$ cat config.mk
export PLATFORM = sky130hd
export DESIGN_NAME = gn3d_fade
export DESIGN_NICKNAME = d
export VERILOG_FILES = /design/src/hw/rtl/gn3d_fade.sv
export SDC_FILE = /design/constraint.sdc
export NUM_CORES = 2
export LEC_CHECK = 0
export BUFFER_PORTS_ARGS = -buffer_cell sky130_fd_sc_hd__clkbuf_2
export CAP_MARGIN = 10
export CORE_UTILIZATION = 45
export CTS_CLUSTER_DIAMETER = 100
export CTS_CLUSTER_SIZE = 8
export DETAILED_ROUTE_END_ITERATION = 10
export GPL_TIMING_DRIVEN = 0
export HOLD_SLACK_MARGIN = 0.12
export PLACE_DENSITY = 0.62
export SLEW_MARGIN = 5
export SYNTH_ARGS = -nofsm -noshare
export SYNTH_HDL_FRONTEND = slang
export SYNTH_SLANG_ARGS = --single-unit
$ cat constraint.sdc
create_clock -name clk -period 11.8 [get_ports clk]
set_input_delay 1.77 -clock clk [delete_from_list [all_inputs] [get_ports clk]]
set_output_delay 1.77 -clock clk [all_outputs]
set_load 0.02 [all_outputs]
$ cat src/hw/rtl/gn3d_fade.sv
module gn3d_fade #(
    parameter int FRAC_BITS = 16
) (
    input  logic                         clk,
    input  logic                         en,
    input  logic [FRAC_BITS-1:0]         t,
    output logic [FRAC_BITS-1:0]         t_out,
    output logic signed [FRAC_BITS+6:0]  fade,
    output logic signed [FRAC_BITS+6:0]  dfade
);

    localparam int FW = FRAC_BITS + 7;
    localparam logic signed [FW-1:0]   ONE  = FW'(1) <<< FRAC_BITS;
    localparam logic signed [2*FW-1:0] HALF = (2*FW)'(1) <<< (FRAC_BITS - 1);

    function automatic logic signed [FW-1:0] mulq(input logic signed [FW-1:0] a,
                                                 input logic signed [FW-1:0] b);
        logic signed [2*FW-1:0] p;
        p = a * b;
        p = p + HALF;
        return FW'(p >>> FRAC_BITS);
    endfunction

    logic signed [FW-1:0] tv;
    logic [FRAC_BITS-1:0] t1_reg;
    logic [FRAC_BITS-1:0] t2p_reg;
    logic [FRAC_BITS-1:0] t3p_reg;
    logic signed [FW-1:0] sq_reg;
    logic signed [FW-1:0] q1_reg;
    logic signed [FW-1:0] r1_reg;
    logic signed [FW-1:0] cube_reg;
    logic signed [FW-1:0] q2_reg;
    logic signed [FW-1:0] df2_reg;
    logic signed [FW-1:0] f3_reg;
    logic signed [FW-1:0] df3_reg;
    logic signed [FW-1:0] t1v;

    assign tv  = $signed({{(FW-FRAC_BITS){1'b0}}, t});
    assign t1v = $signed({{(FW-FRAC_BITS){1'b0}}, t1_reg});

    // square and the two polynomial tails
    always_ff @(posedge clk)
    begin
        if (en)
        begin
            t1_reg <= t;
            sq_reg <= mulq(tv, tv);
            q1_reg <= mulq(tv, FW'(6 * tv - 15 * ONE)) + FW'(10 * ONE);
            r1_reg <= mulq(tv, FW'(30 * tv - 60 * ONE)) + FW'(30 * ONE);
        end
    end

    // cube and derivative
    always_ff @(posedge clk)
    begin
        if (en)
        begin
            t2p_reg  <= t1_reg;
            cube_reg <= mulq(sq_reg, t1v);
            q2_reg   <= q1_reg;
            df2_reg  <= mulq(sq_reg, r1_reg);
        end
    end

    // quintic fade
    always_ff @(posedge clk)
    begin
        if (en)
        begin
            t3p_reg <= t2p_reg;
            f3_reg  <= mulq(cube_reg, q2_reg);
            df3_reg <= df2_reg;
        end
    end

    assign t_out = t3p_reg;
    assign fade  = f3_reg;
    assign dfade = df3_reg;

endmodule

==> run metrics <==
Area growth syn-to-layout=7.73%; Worst Setup Path Type=input pin to register; Final Wtd Congestion=0.969; first-pass GRT wire length=349 mm; worst-path fanout max=15; M3 GR Usage=0.0457; register bit total from synthesis=221; Max-cap violations=0; distinct cell type count after synthesis=86; Final Max Slew Viols=0; adder-cell area share of the yosys netlist=0.587; maximum clock path buffer count=3; biggest cell delay along the critical path=0.56 ns; hold depth=0; synthesized cell area=76000 sq um; PortBufs=79; final core occ=0.489; Remaining DRCs=0; number of global-route vias before repair=59800; fraction of layout cells with a size suffix above 1=0.0464; period utilization=0.983; cts bufs inserted=39; CTS tree=yes; die area=171000 sq um; Period minus WS final=11.59 ns; commonest non-fill, non-tap cell in the layout=inv_1; Starting DRT DRC Count=3930; R2R setup slack=2.97 ns; Vias=55500; IO Pins=80; Initial Util=0.454; Site Rows=150; hold_buf cts=0; core footprint=167000 sq um; top post-synthesis cells by area=fa_1, ha_1, inv_1, edfxtp_1, nand2_1; largest net degree at the start of global routing=104; Final HPWL DP=188 mm; Reg area=6640 sq um; Syn Area/Cell=9.44 sq um; Post-synth ARST share=0; Post-Layout Cell Count=10500; critical path launch point=t[13]; ANT nets after route=0; die width=413 um; met2 GRT Util=0.447; HP Start=q1_reg[17]; Worst EP arrival=12.05 ns; Synth Area in Compound Gates=0.0406; fill count=16000; DIE HEIGHT=413 um; HP Class=register to register; simple-gate share of the synthesized area=0.141; GR Util met1=0.357; Root Buffer=clkbuf_16; H-tree Lvls=2; Setup-failing EPs final=0; routed wire length=223 mm; gr ovfl total=0; most frequent cells in the layout=inv_1, fa_1, nand2_1; FMAX=86.3 MHz; relative slew slack=0.185; Post-synth EDFFs=221; most used cell, CP=fa_1; Critical-path top delay cell=fa_1; share of the synthesized area in the top cell type=0.466; CP required=12.26 ns; gr busiest metal=met2; largest family of logic cells by synthesized area=adder cells; Nets=10800; Clock Sinks=221; element type at the critical path start=input pin; cell count after synthesis=8055; hold slack=0.394 ns; status=finished clean; wire per inst=21.3 um; worst-skew pair later-pin latency=0.60 ns; Via density=5.30; GRT Total Usage=0.271; sequential fraction of the synthesis area=0.0873; Worst Tran Pin Value=1.22 ns; xor and xnor area share after synthesis=0.0213; Final Skew=0.0279 ns; Sum Neg Setup Slack=0 ns; 1st-pass router iterations=6; clock-pin slew on the worst setup and hold paths=0.05 ns; multiplexer area fraction after synthesis=0.000576; placed insts=10300; reg-to-reg startpoint=sq_reg[3]; Final Hold Viols=0; initial antenna violation count=24; Synth warnings=0; multi-input combinational cell area=60800 sq um; CP Capture Type=register; R2R depth=25; dominant cell type by area after synthesis=fa_1; top_reg_cell synth=edfxtp_1; Syn Nets=10600
area by class of cell:
class                           instances  area share
Multi-Input combinational cell       5364       0.742
Clock buffer                           43      0.0121
Timing Repair Buffer                  150      0.0139
Inverter                             2122      0.0978
Clock inverter                         12     0.00128
Sequential cell                       221      0.0810
Tap cell                             2204      0.0337
Antenna cell                            4    0.000122
Buffer                                340      0.0183
Yosys cell counts (5+ instances only):
cell and number:
o31ai_1 5, o21ai_1 7, o31a_1 7, and2_1 623, or2_2 7, a211o_1 5
o211ai_1 20, nand4_1 51, or4_1 20, o211a_1 8, clkbuf_1 333, o21bai_1 7
and3_1 16, nand2b_1 42, clkinv_1 6, and4_1 6, nand2_1 1064, buf_2 5
a31o_2 6, fa_1 1769, nand3_1 38, inv_1 2115, nor2_1 212, o21ai_0 62
a21o_1 41, a31oi_1 36, buf_1 8, nor4_1 12, o41ai_1 18, or3_1 8
nor2b_1 27, ha_1 738, nor3_1 74, xor2_1 53, a21oi_1 100, o21a_1 39
a21boi_0 6, a211oi_1 22, xnor2_1 132, edfxtp_1 221, a2111o_1 5
repair_timing:
action                     in CTS  in global routing
setup endpoints to repair      46                 18
gates resized for setup       163                 86
buffers inserted               39                 23
pin swaps                      37                 55
cloned                          0                  0
metal layers:
| layer | share of wire | wire length, um |
|---|---|---|
| met3 | 0.079 | 17600 |
| met5 | 0.00042 | 93 |
| met1 | 0.40 | 89900 |
| met2 | 0.47 | 105000 |
| met4 | 0.046 | 10300 |
final timing paths:
kind / endpoint
worst max-delay path: r1_reg[22]
worst min-delay path: q2_reg[17]
worst max register to register: df2_reg[22]
worst min register to register: q2_reg[17]
cell families after synthesis:
logic type	count (synthesis)
AO/OA/AOI/OAI	442
XOR/XNOR	185
adder cells (fa/ha/maj)	2507
buffers and inverters	2470
flip-flops	221
multiplexers	4
AND/OR/NAND/NOR	2226
stage by stage:
step	setup WS (ns)	area, sq um
floorplan	0.0208	76100
global placement	-3.74	79200
detailed placement	-3.73	79400
CTS	0.00904	81500
global route	-0.0586	81900
finish	0.206	81900
worst max-delay path: cells and delay by family:
family | cells | cell delay [ns]
XOR/XNOR | 1 | 0.16
buffers and inverters | 10 | 1.62
AO/OA/AOI/OAI | 9 | 2.28
AND/OR/NAND/NOR | 6 | 1.04
multiplexers | 1 | 0.27
adder cells (fa/ha/maj) | 11 | 4.85
Power is left out: the tool's default activity adds up to more than one toggle a clock period on the data nets, which glitch-free logic cannot reach.
